## config.mk

```make
export PLATFORM = sky130hd
export DESIGN_NAME = block_mean_and_median_core
export DESIGN_NICKNAME = d
export VERILOG_FILES = /design/src/rtl/core/bmm_pkg.sv /design/src/rtl/core/bmm_ctrl.sv /design/src/rtl/core/bmm_datapath.sv /design/src/rtl/core/block_mean_and_median_core.sv
export SDC_FILE = /design/constraint.sdc
export NUM_CORES = 1
export LEC_CHECK = 0
export BUFFER_PORTS_ARGS = -buffer_cell sky130_fd_sc_hd__buf_2
export CAP_MARGIN = 20
export CORE_MARGIN = 4
export CORE_UTILIZATION = 65
export CTS_BUF_LIST = sky130_fd_sc_hd__clkbuf_2
export DETAILED_ROUTE_END_ITERATION = 6
export PLACE_DENSITY = 0.81
export SLEW_MARGIN = 20
export SYNTH_ARGS = -nofsm -noshare
export SYNTH_HDL_FRONTEND = slang
export SYNTH_SLANG_ARGS = --single-unit
```

## constraint.sdc

```tcl
create_clock -name clk -period 6.15 [get_ports clk]
set_input_delay 0.9225 -clock clk [delete_from_list [all_inputs] [get_ports clk]]
set_output_delay 0.9225 -clock clk [all_outputs]
set_load 0.005 [all_outputs]
```

## src/rtl/core/bmm_pkg.sv

```systemverilog
// ----------------------------------------------------------------------------
// bmm_pkg
// Shared types and constants for the block mean and median core.
// ----------------------------------------------------------------------------
`default_nettype none

package bmm_pkg;

	localparam int VALUE_W   = 32;
	localparam int MEAN_W    = 40;
	localparam int MEDIAN_W  = 33;
	localparam int FRAC_W    = 8;
	localparam int S_TDATA_W = 32;
	localparam int M_TDATA_W = 80;

	typedef enum logic [1:0] {
		ST_LOAD,
		ST_PREP,
		ST_DIV,
		ST_WAIT
	} bmm_state_t;

	typedef struct packed {
		logic accept;
		logic div_load;
		logic div_step;
		logic out_load;
	} bmm_cmd_t;

	typedef struct packed {
		logic last_item;
		logic div_last;
	} bmm_status_t;

endpackage

`default_nettype wire

```

## src/rtl/core/bmm_ctrl.sv

```systemverilog
// ----------------------------------------------------------------------------
// bmm_ctrl
// Controller state machine: sequences loading, division and result hand-off.
// ----------------------------------------------------------------------------
`default_nettype none

module bmm_ctrl
	import bmm_pkg::*;
(
	input  wire logic        clk,
	input  wire logic        arst_n,
	input  wire logic        s_tvalid,
	output logic             s_tready,
	output logic             m_tvalid,
	input  wire logic        m_tready,
	input  wire bmm_status_t status,
	output bmm_cmd_t         cmd
);

	bmm_state_t state_q;
	bmm_state_t state_d;
	logic       out_valid_q;

	always_ff @(posedge clk or negedge arst_n) begin
		if (!arst_n) begin
			state_q <= ST_LOAD;
		end else begin
			state_q <= state_d;
		end
	end

	always_comb begin
		state_d  = state_q;
		s_tready = 1'b0;
		cmd      = '0;
		case (state_q)
			ST_LOAD: begin
				s_tready   = 1'b1;
				cmd.accept = s_tvalid;
				if (s_tvalid && status.last_item) begin
					state_d = ST_PREP;
				end
			end
			ST_PREP: begin
				cmd.div_load = 1'b1;
				state_d      = ST_DIV;
			end
			ST_DIV: begin
				cmd.div_step = 1'b1;
				if (status.div_last) begin
					state_d = ST_WAIT;
				end
			end
			ST_WAIT: begin
				if (!out_valid_q || m_tready) begin
					cmd.out_load = 1'b1;
					state_d      = ST_LOAD;
				end
			end
			default: begin
				state_d = ST_LOAD;
			end
		endcase
	end

	always_ff @(posedge clk or negedge arst_n) begin
		if (!arst_n) begin
			out_valid_q <= 1'b0;
		end else if (cmd.out_load) begin
			out_valid_q <= 1'b1;
		end else if (m_tready) begin
			out_valid_q <= 1'b0;
		end
	end

	assign m_tvalid = out_valid_q;

endmodule

`default_nettype wire

```

## src/rtl/core/bmm_datapath.sv

```systemverilog
// ----------------------------------------------------------------------------
// bmm_datapath
// Insertion sort chain, running sum, radix-256 divider and output register.
// ----------------------------------------------------------------------------
`default_nettype none

module bmm_datapath
	import bmm_pkg::*;
#(
	parameter int BLOCK_LEN = 15
) (
	input  wire logic                 clk,
	input  wire logic                 arst_n,
	input  wire logic [VALUE_W-1:0]   value,
	input  wire bmm_cmd_t             cmd,
	output bmm_status_t               status,
	output logic [MEAN_W-1:0]         mean_q8,
	output logic [MEDIAN_W-1:0]       median_x2
);

	localparam int CNT_W   = $clog2(BLOCK_LEN + 1);
	localparam int SUM_W   = VALUE_W + $clog2(BLOCK_LEN);
	localparam int DIV_W   = SUM_W + FRAC_W;
	localparam int DIG_W   = 8;
	localparam int NDIG    = (DIV_W + DIG_W - 1) / DIG_W;
	localparam int DIVP_W  = NDIG * DIG_W;
	localparam int DCNT_W  = $clog2(NDIG);
	localparam int RW      = (BLOCK_LEN > 1) ? $clog2(BLOCK_LEN) : 1;
	localparam int RSH     = $clog2(BLOCK_LEN);
	localparam int TRIAL_W = RW + DIG_W;
	localparam int RECIP_W = TRIAL_W + 1;
	localparam int PROD_W  = TRIAL_W + RECIP_W;
	localparam int RECIP   = (2 ** (TRIAL_W + RSH) + BLOCK_LEN - 1) / BLOCK_LEN;
	localparam int MID_HI  = BLOCK_LEN / 2;
	localparam int MID_LO  = (BLOCK_LEN > 1) ? (BLOCK_LEN / 2 - 1) : 0;
	localparam bit EVEN    = (BLOCK_LEN % 2) == 0;

	localparam logic [RECIP_W-1:0] RECIP_C   = RECIP_W'(RECIP);
	localparam logic [TRIAL_W-1:0] DIVISOR_C = TRIAL_W'(BLOCK_LEN);

	logic signed [VALUE_W-1:0] sorted_q [BLOCK_LEN];
	logic [BLOCK_LEN-1:0]      gt;
	logic [CNT_W-1:0]          count_q;
	logic signed [SUM_W-1:0]   sum_q;
	logic signed [SUM_W-1:0]   sum_base;
	logic signed [SUM_W-1:0]   sum_next;
	logic signed [VALUE_W-1:0] value_s;

	logic [DIVP_W-1:0]  div_q;
	logic [RW-1:0]      rem_q;
	logic [DCNT_W-1:0]  div_cnt_q;
	logic               neg_q;
	logic [SUM_W-1:0]   sum_mag;
	logic [TRIAL_W-1:0] trial;
	logic [PROD_W-1:0]  trial_prod;
	logic [DIG_W-1:0]   digit;
	logic [TRIAL_W-1:0] digit_mul;
	logic [TRIAL_W-1:0] trial_rem;
	logic [DIVP_W-1:0]  quot;
	logic [MEDIAN_W-1:0] median_d;

	assign value_s = $signed(value);

	genvar gi;
	generate
		for (gi = 0; gi < BLOCK_LEN; gi++) begin : g_cell
			logic signed [VALUE_W-1:0] shift_in;
			logic                      cell_we;

			assign gt[gi] = (count_q > CNT_W'(gi)) && (sorted_q[gi] > value_s);

			if (gi == 0) begin : g_head
				assign shift_in = value_s;
			end else begin : g_body
				assign shift_in = gt[gi-1] ? sorted_q[gi-1] : value_s;
			end

			assign cell_we = cmd.accept && (gt[gi] || (count_q == CNT_W'(gi)));

			always_ff @(posedge clk) begin
				if (cell_we) begin
					sorted_q[gi] <= shift_in;
				end
			end
		end
	endgenerate

	assign sum_base = (count_q == '0) ? '0 : sum_q;
	assign sum_next = sum_base + SUM_W'(value_s);

	always_ff @(posedge clk or negedge arst_n) begin
		if (!arst_n) begin
			count_q <= '0;
			sum_q   <= '0;
		end else if (cmd.accept) begin
			sum_q <= sum_next;
			if (count_q == CNT_W'(BLOCK_LEN - 1)) begin
				count_q <= '0;
			end else begin
				count_q <= count_q + CNT_W'(1);
			end
		end
	end

	assign status.last_item = (count_q == CNT_W'(BLOCK_LEN - 1));
	assign status.div_last  = (div_cnt_q == DCNT_W'(NDIG - 1));

	// Each step divides the remainder and the next dividend byte by the block
	// length through a multiply by its rounded-up reciprocal, which is exact
	// for every partial dividend that can occur.
	assign sum_mag    = sum_q[SUM_W-1] ? (~sum_q + SUM_W'(1)) : sum_q;
	assign trial      = {rem_q, div_q[DIVP_W-1 -: DIG_W]};
	assign trial_prod = PROD_W'(trial) * PROD_W'(RECIP_C);
	assign digit      = trial_prod[TRIAL_W + RSH +: DIG_W];
	assign digit_mul  = TRIAL_W'(digit) * DIVISOR_C;
	assign trial_rem  = trial - digit_mul;

	always_ff @(posedge clk) begin
		if (cmd.div_load) begin
			div_q     <= DIVP_W'({sum_mag, {FRAC_W{1'b0}}});
			rem_q     <= '0;
			div_cnt_q <= '0;
			neg_q     <= sum_q[SUM_W-1];
		end else if (cmd.div_step) begin
			div_q     <= {div_q[DIVP_W-DIG_W-1:0], digit};
			rem_q     <= trial_rem[RW-1:0];
			div_cnt_q <= div_cnt_q + DCNT_W'(1);
		end
	end

	assign quot = neg_q ? (~div_q + DIVP_W'(1)) : div_q;

	always_comb begin
		if (EVEN) begin
			median_d = MEDIAN_W'(sorted_q[MID_LO]) + MEDIAN_W'(sorted_q[MID_HI]);
		end else begin
			median_d = MEDIAN_W'(sorted_q[MID_HI]) + MEDIAN_W'(sorted_q[MID_HI]);
		end
	end

	always_ff @(posedge clk) begin
		if (cmd.out_load) begin
			mean_q8   <= quot[MEAN_W-1:0];
			median_x2 <= median_d;
		end
	end

endmodule

`default_nettype wire

```

## src/rtl/core/block_mean_and_median_core.sv

```systemverilog
// ----------------------------------------------------------------------------
// block_mean_and_median_core
// Mean (Q8, truncated toward zero) and twice the median of blocks of samples.
// ----------------------------------------------------------------------------
// Channel  Dir  tdata fields (low bit up)             tuser  tlast
// s_axis   in   value[31:0]                           none   none
// m_axis   out  mean_q8[39:0], median_x2[72:40], pad  none   none
//
// Samples are taken one per cycle while the controller is in its load state, BLOCK_LEN per block, into the sort chain.
// The divider then takes a setup step (ST_PREP) and ceil((40 + clog2(BLOCK_LEN)) / 8) steps (6 for 15),
// one quotient byte per cycle, and the result then loads into the output register once that register is free.
// The next block loads while the result waits; a finished block holds if it is untaken.
// Reset clears the state machine, sample count, sum and output valid; no clearing pass.
// ----------------------------------------------------------------------------
`default_nettype none

module block_mean_and_median_core
	import bmm_pkg::*;
#(
	parameter int BLOCK_LEN = 15
) (
	input  wire logic                 clk,
	input  wire logic                 arst_n,
	input  wire logic                 s_tvalid,
	output logic                      s_tready,
	input  wire logic [S_TDATA_W-1:0] s_tdata,  // value[31:0]
	output logic                      m_tvalid,
	input  wire logic                 m_tready,
	output logic [M_TDATA_W-1:0]      m_tdata   // mean_q8[39:0], median_x2[72:40]
);

	bmm_cmd_t            cmd;
	bmm_status_t         status;
	logic [MEAN_W-1:0]   mean_q8;
	logic [MEDIAN_W-1:0] median_x2;

	bmm_ctrl u_ctrl (
		.clk      (clk),
		.arst_n   (arst_n),
		.s_tvalid (s_tvalid),
		.s_tready (s_tready),
		.m_tvalid (m_tvalid),
		.m_tready (m_tready),
		.status   (status),
		.cmd      (cmd)
	);

	bmm_datapath #(
		.BLOCK_LEN (BLOCK_LEN)
	) u_datapath (
		.clk       (clk),
		.arst_n    (arst_n),
		.value     (s_tdata[VALUE_W-1:0]),
		.cmd       (cmd),
		.status    (status),
		.mean_q8   (mean_q8),
		.median_x2 (median_x2)
	);

	assign m_tdata = {{(M_TDATA_W - MEAN_W - MEDIAN_W){1'b0}}, median_x2, mean_q8};

endmodule

`default_nettype wire

```

======== Word level (Yosys, flattened, before mapping) ========
Memory sizes are Yosys's and may differ from the RTL's.
Cells that the tools add are included.
word-level totals
  bits in registers ....................... 172
  RAM bits ................................ 480
  input port bits ......................... 36
  output and inout bits ................... 82
  logic and storage cells ................. 189
  memories kept ........................... 1
operators by class
  $add $sub $neg .......................... 7
  multipliers ............................. 2
  magnitude comparators ................... 30
  eq/ne operators ......................... 21
  multiplexer cells ....................... 62
  bitwise operators ....................... 2
  reductions and logical operators ........ 53
memories
  memory               words  width  rd ports  clocked after Yosys merged registers in  write ports  line                text
  u_datapath.sorted_q  15     32     15        0                                        15           bmm_datapath.sv:41  logic signed [VALUE_W-1:0] sorted_q [BLOCK_LEN];
operator list
  kind                      count
  $gt A32 B32 Y1            15
  $mux W32                  14
  $mux W44                  2
  $mux W36                  2
  $add A40 B1 Y40 const B   1
  $mux W40                  1
  $not A40 Y40              1
  $mux W1                   38
  $add A36 B2 Y36 const B   1
  $add A36 B32 Y36          1
  $not A36 Y36              1
  $add A32 B32 Y33          1
  $logic_and A1 B1 Y1       31
  $eq A4 B4 Y1 const B      7
  $gt A4 B4 Y1 const B      7
  $mul A12 B12 Y23 const B  1
  $eq A4 B3 Y1 const B      4
  $gt A4 B3 Y1 const B      4
  $logic_or A1 B1 Y1        16
  $eq A4 B2 Y1 const B      2
  $gt A4 B1 Y1 const B      2
  $gt A4 B2 Y1 const B      2
  $mul A8 B4 Y4 const B     1
  $pmux W2 S4               1
  16 further kinds          21

======== Depth between registers and ports, before layout ========
An unclocked memory read counts as a cell.
  word-level depth ........................ 7
  mapped depth ............................ 23
  gate-level depth less buffers ........... 23

======== Modules after synthesis ========
A second synthesis with hierarchy kept.
unflattened totals
  cells, all modules ...................... 2650
  area total of the unflattened synthesis .. 29380.7 µm²
by module, submodules not included
  module                      instances  cells an instance  area each (µm²)  sequential area each (µm²)
  bmm_datapath                1          2620               29081.6          12341.8
  bmm_ctrl                    1          22                 242.7            75.1
  block_mean_and_median_core  1          8                  56.3             0.0

======== Worst setup path after synthesis ========
OpenSTA, ideal clock, no wires.
  path kind ............................... input port to flip-flop
  start ................................... input s_tdata[17]
  end ..................................... memory u_datapath.sorted_q[0][0] (enable)
  setup time .............................. 0.470 ns
  data arrival time ....................... 4.963 ns
  data required time ...................... 5.680 ns
  setup slack ............................. 0.717 ns
  stages on the path ...................... 10
  buffers on the path ..................... 0
  cells stage by stage .................... inv_1 > ha_1 > a21o_1 > a21o_1 > a21o_1 > a221o_1 > a31oi_1 > o21a_1 > mux2i_1 > o31ai_1
RTL lines
  element      line                              text
  from (decl)  block_mean_and_median_core.sv:26  input wire logic [S_TDATA_W-1:0] s_tdata,
  to (decl)    bmm_datapath.sv:41

======== Worst setup path after layout ========
  start ................................... register u_datapath.div_q[42]
  end ..................................... register u_datapath.rem_q[3]
between the ends
  longest elaborated chain between the ends .. 3
RTL lines
  element                 line                 text
  from (decl)             bmm_datapath.sv:49   logic [DIVP_W-1:0] div_q;
  from (signal assigned)  bmm_datapath.sv:120  div_q <= DIVP_W'({sum_mag, {FRAC_W{1'b0}}});
  from (signal assigned)  bmm_datapath.sv:125  div_q <= {div_q[DIVP_W-DIG_W-1:0], digit};
  $mul A12 B12 Y23        bmm_datapath.sv:113  assign trial_prod = PROD_W'(trial) * PROD_W'(RECIP_C);
  $mul A8 B4 Y4           bmm_datapath.sv:115  assign digit_mul = TRIAL_W'(digit) * DIVISOR_C;
  $sub A4 B4 Y4 *         bmm_datapath.sv:116  assign trial_rem = trial - digit_mul;
  to (signal assigned)    bmm_datapath.sv:126  rem_q <= trial_rem[RW-1:0];
  to (decl)               bmm_datapath.sv:50   logic [RW-1:0] rem_q;
Mark *: on every way between the ends. The rest lies on a longest branch, timed or not.
A chain may end at the register's enable or synchronous reset.

==> metrics.yaml <==
hold_path.class: "in -> reg"
rsz0062_at_grt: "false"
grt_max_degree: 74
slew_headroom_pct: 25.1
combinationalPowerShare_pct: 53.1
first_pass_iters: 5
placed_area_um2: 28500
crit_type: "reg -> reg"
antenna_found_initial: 3
multiInputGateArea_um2: 14400
ys_seq_area_share_pct: 45.6
io_buffers: 109
synth.cell_area_um2: 27200
fmax_mhz: 175
die_h_um: 213
fin_crit_sh_pct: 93.1
antenna_left: 0
synth-seq-cells: 427
hold_ws_ns: 0.173
worstHoldEndpoint: "u_datapath.sorted_q[0][1]"
grt_first_pass_wirelength_um: 108000
required_ns: 7.09
cts_tree: "built"
synth_edf_count: 365
vias_per_cell: 6.33
drv_cap: 0
hp-start: "s_tdata[1]"
reg2reg_depth: 23
overflow: 0
final_hold_viol_count: 0
rows: 74
clk_latency_ns: 1.13
outcome: "finished clean"
area.sequential_um2: 12400
first_global_vias: 20400
ys_top_cells_by_count: "ha_1 (369), edfxtp_1 (365), mux2_1 (217), nand2_1 (199), a21oi_1 (129)"
die-area_um2: 45200
crit_path_max_fanout: 5
num-nets-final: 2936
die_w_um: 213
cts-root-buf: "clkbuf_2"
report.final.setup_viol: 0
ir_drop_uv: 698
layout-drive-gt1-share_pct: 13.5
cp-start-kind: "flop"
n_fill_cell: 2923
p_sw_w: 0.00621
pwr-share-clk_pct: 13.0
fin_worst_skew_ns: 0.0965
yosysTopAreaCellShare_pct: 40.3
p_seq_share_pct: 33.8
syn-mean-instance-area_um2: 11.7
cts_resized: 0
clkTransAtPathRegs_ns: 0.12
cts_max_path_buffers: 3
grt_usage_pct: 30.7
timing.final.crit_period_ns: 5.72
hpwl_um: 50800
place_ws_ns: 0.426
synthCells: 2333
synth-async-reset-ratio_pct: 10.1
numClockSinks: 427
worstMarginPinSlew_ns: 1.12
place_congestion: 0.957
vias: 19900
tns_ns: 0
routed_wirelength_um: 69500
wl_per_cell_um: 22.2
r2r_setup_slack_ns: 0.43
r2r-start: "u_datapath.div_q[42]"
yosys.area.top_type: "edfxtp_1"
cts_setup_buffers: 0
yosysWarnings: 0
timing.rr.end: "u_datapath.rem_q[3]"
p_leak_nw: 12.4
cts_max_level: 3
synth.most_common_cell: "ha_1"
power_switching_share_pct: 41.5
internal-power_w: 0.00875
areaGrowthSynthToFinish_pct: 8.50
endpoint_kind: "flop"
synthTopCellsByArea: "edfxtp_1 (40%), ha_1 (17%), mux2_1 (9.0%)"
min_path_cells: 1
pin_count: 118
ys.flop_type: "edfxtp_1"
design_area_um2: 29500
drt_iter0_markers: 1597
initial_core_util_pct: 66.2
finalWorstSetupSlack_ns: 0.425
power.density_nw_per_um2: 507
drc: 0
maxSlewViolCount: 0
worstPathArrival_ns: 6.67
synth.distinct_cells: 70
cts_buffers: 110
core_region_area_um2: 41100
-- critical path, stage by stage, from the launching register on --
cell and delay [ns]:
edfxtp_1 0.51, ha_1 0.37, inv_1 0.06, fa_1 0.49, inv_1 0.05, ha_1 0.28
ha_1 0.29, ha_1 0.35, a21oi_1 0.14, o21ai_1 0.12, o21a_1 0.20, o31a_1 0.13
a31oi_1 0.22, inv_1 0.07, ha_1 0.32, inv_1 0.06, fa_1 0.50, ha_1 0.31
a21o_1 0.18, a21oi_1 0.18, xnor2_1 0.14, xnor3_1 0.40, mux2i_1 0.17, nor2_1 0.05
-- power groups by stage --
stage                     Clock, W  Combinational, W  Sequential (W)
after global routing       0.00214           0.00889         0.00514
after global placement           0           0.00763         0.00506
after detailed placement         0           0.00789         0.00511
after floorplan                  0           0.00600         0.00487
after CTS                  0.00199           0.00793         0.00505
final                      0.00195           0.00795         0.00506
-- layer usage --
metal	part of all wire [%]	up-vias	GRT usage, %
met4	4.7	0	15.3
li1	-	9271	-
met5	0	-	0
met1	40	9541	38.0
met2	49	837	52.3
met3	6.7	216	5.51
-- kinds of logic after synthesis --
family,count (synthesis),share of synthesized area [%]
and+or+nand+nor,533,9.78
muxes,240,9.86
DFF,427,45.6
adders and majority gates,379,17.7
xor gates and xnor gates,120,3.91
other,1,0.0138
buffers and inverters,152,2.21
AOI/OAI and AO/OA,481,10.9
-- state kept, by name (all words and copies together) (netlist names) --
signal and count:
u_datapath.mean_q8 40, u_datapath.count_q 4, u_ctrl.state_q 2, u_datapath.sum_q 36, u_datapath.median_x2 32, u_datapath.div_cnt_q 3
u_datapath.neg_q 1, u_ctrl.m_tvalid 1, u_datapath.sorted_q 256, u_datapath.div_q 48, u_datapath.rem_q 4
-- worst max path at each step --
stage,from,endpoint,slack [ns],depth (start not counted)
2_1_floorplan,s_tdata[17],u_datapath.sorted_q[0][0],0.72,10
3_3_place_gp,u_datapath.div_q[42],u_datapath.rem_q[3],0.47,23
3_5_place_dp,u_datapath.div_q[42],u_datapath.rem_q[3],0.43,23
4_1_cts,u_datapath.div_q[42],u_datapath.rem_q[3],0.40,23
5_1_grt,u_datapath.div_q[42],u_datapath.rem_q[3],0.005,23
6_report,u_datapath.div_q[42],u_datapath.rem_q[3],0.43,23
-- layout make-up --
type                       count  area share (%)
timing repair buffer         139            2.73
clock inverter                18           0.326
inverter                      82            1.04
tap                          532            2.25
antenna                        3          0.0254
multi-input combinational   1761            48.6
sequential                   427            42.0
clock buffer                 175            2.96
-- through the flow --
step	util [%]	instances	power, W
global route	71.9	3137	0.0162
finish	71.9	3137	0.0150
detailed placement	69.4	2939	0.0130
CTS	71.8	3133	0.0150
floorplan	-	2340	0.0109
global placement	69.4	2939	0.0127
-- what timing repair did --
action	CTS	global route
hold buffers	1	0
hold endpoints to repair	43	0
endpoints found under the setup margin	0	0
-- placed cells by master, fill, tap and decap left out, types with 43 or more instances in the layout --
cell type,instances
clkbuf_2,175
nand2_1,198
a21oi_1,123
dfrtp_1,43
inv_1,80
buf_2,109
a21o_1,82
ha_1,367
o21ai_0,44
nor2_1,72
xnor2_1,88
nand4_1,54
mux2_1,217
edfxtp_1,365
o21ai_1,102
(Power assumes the default switching activity.)
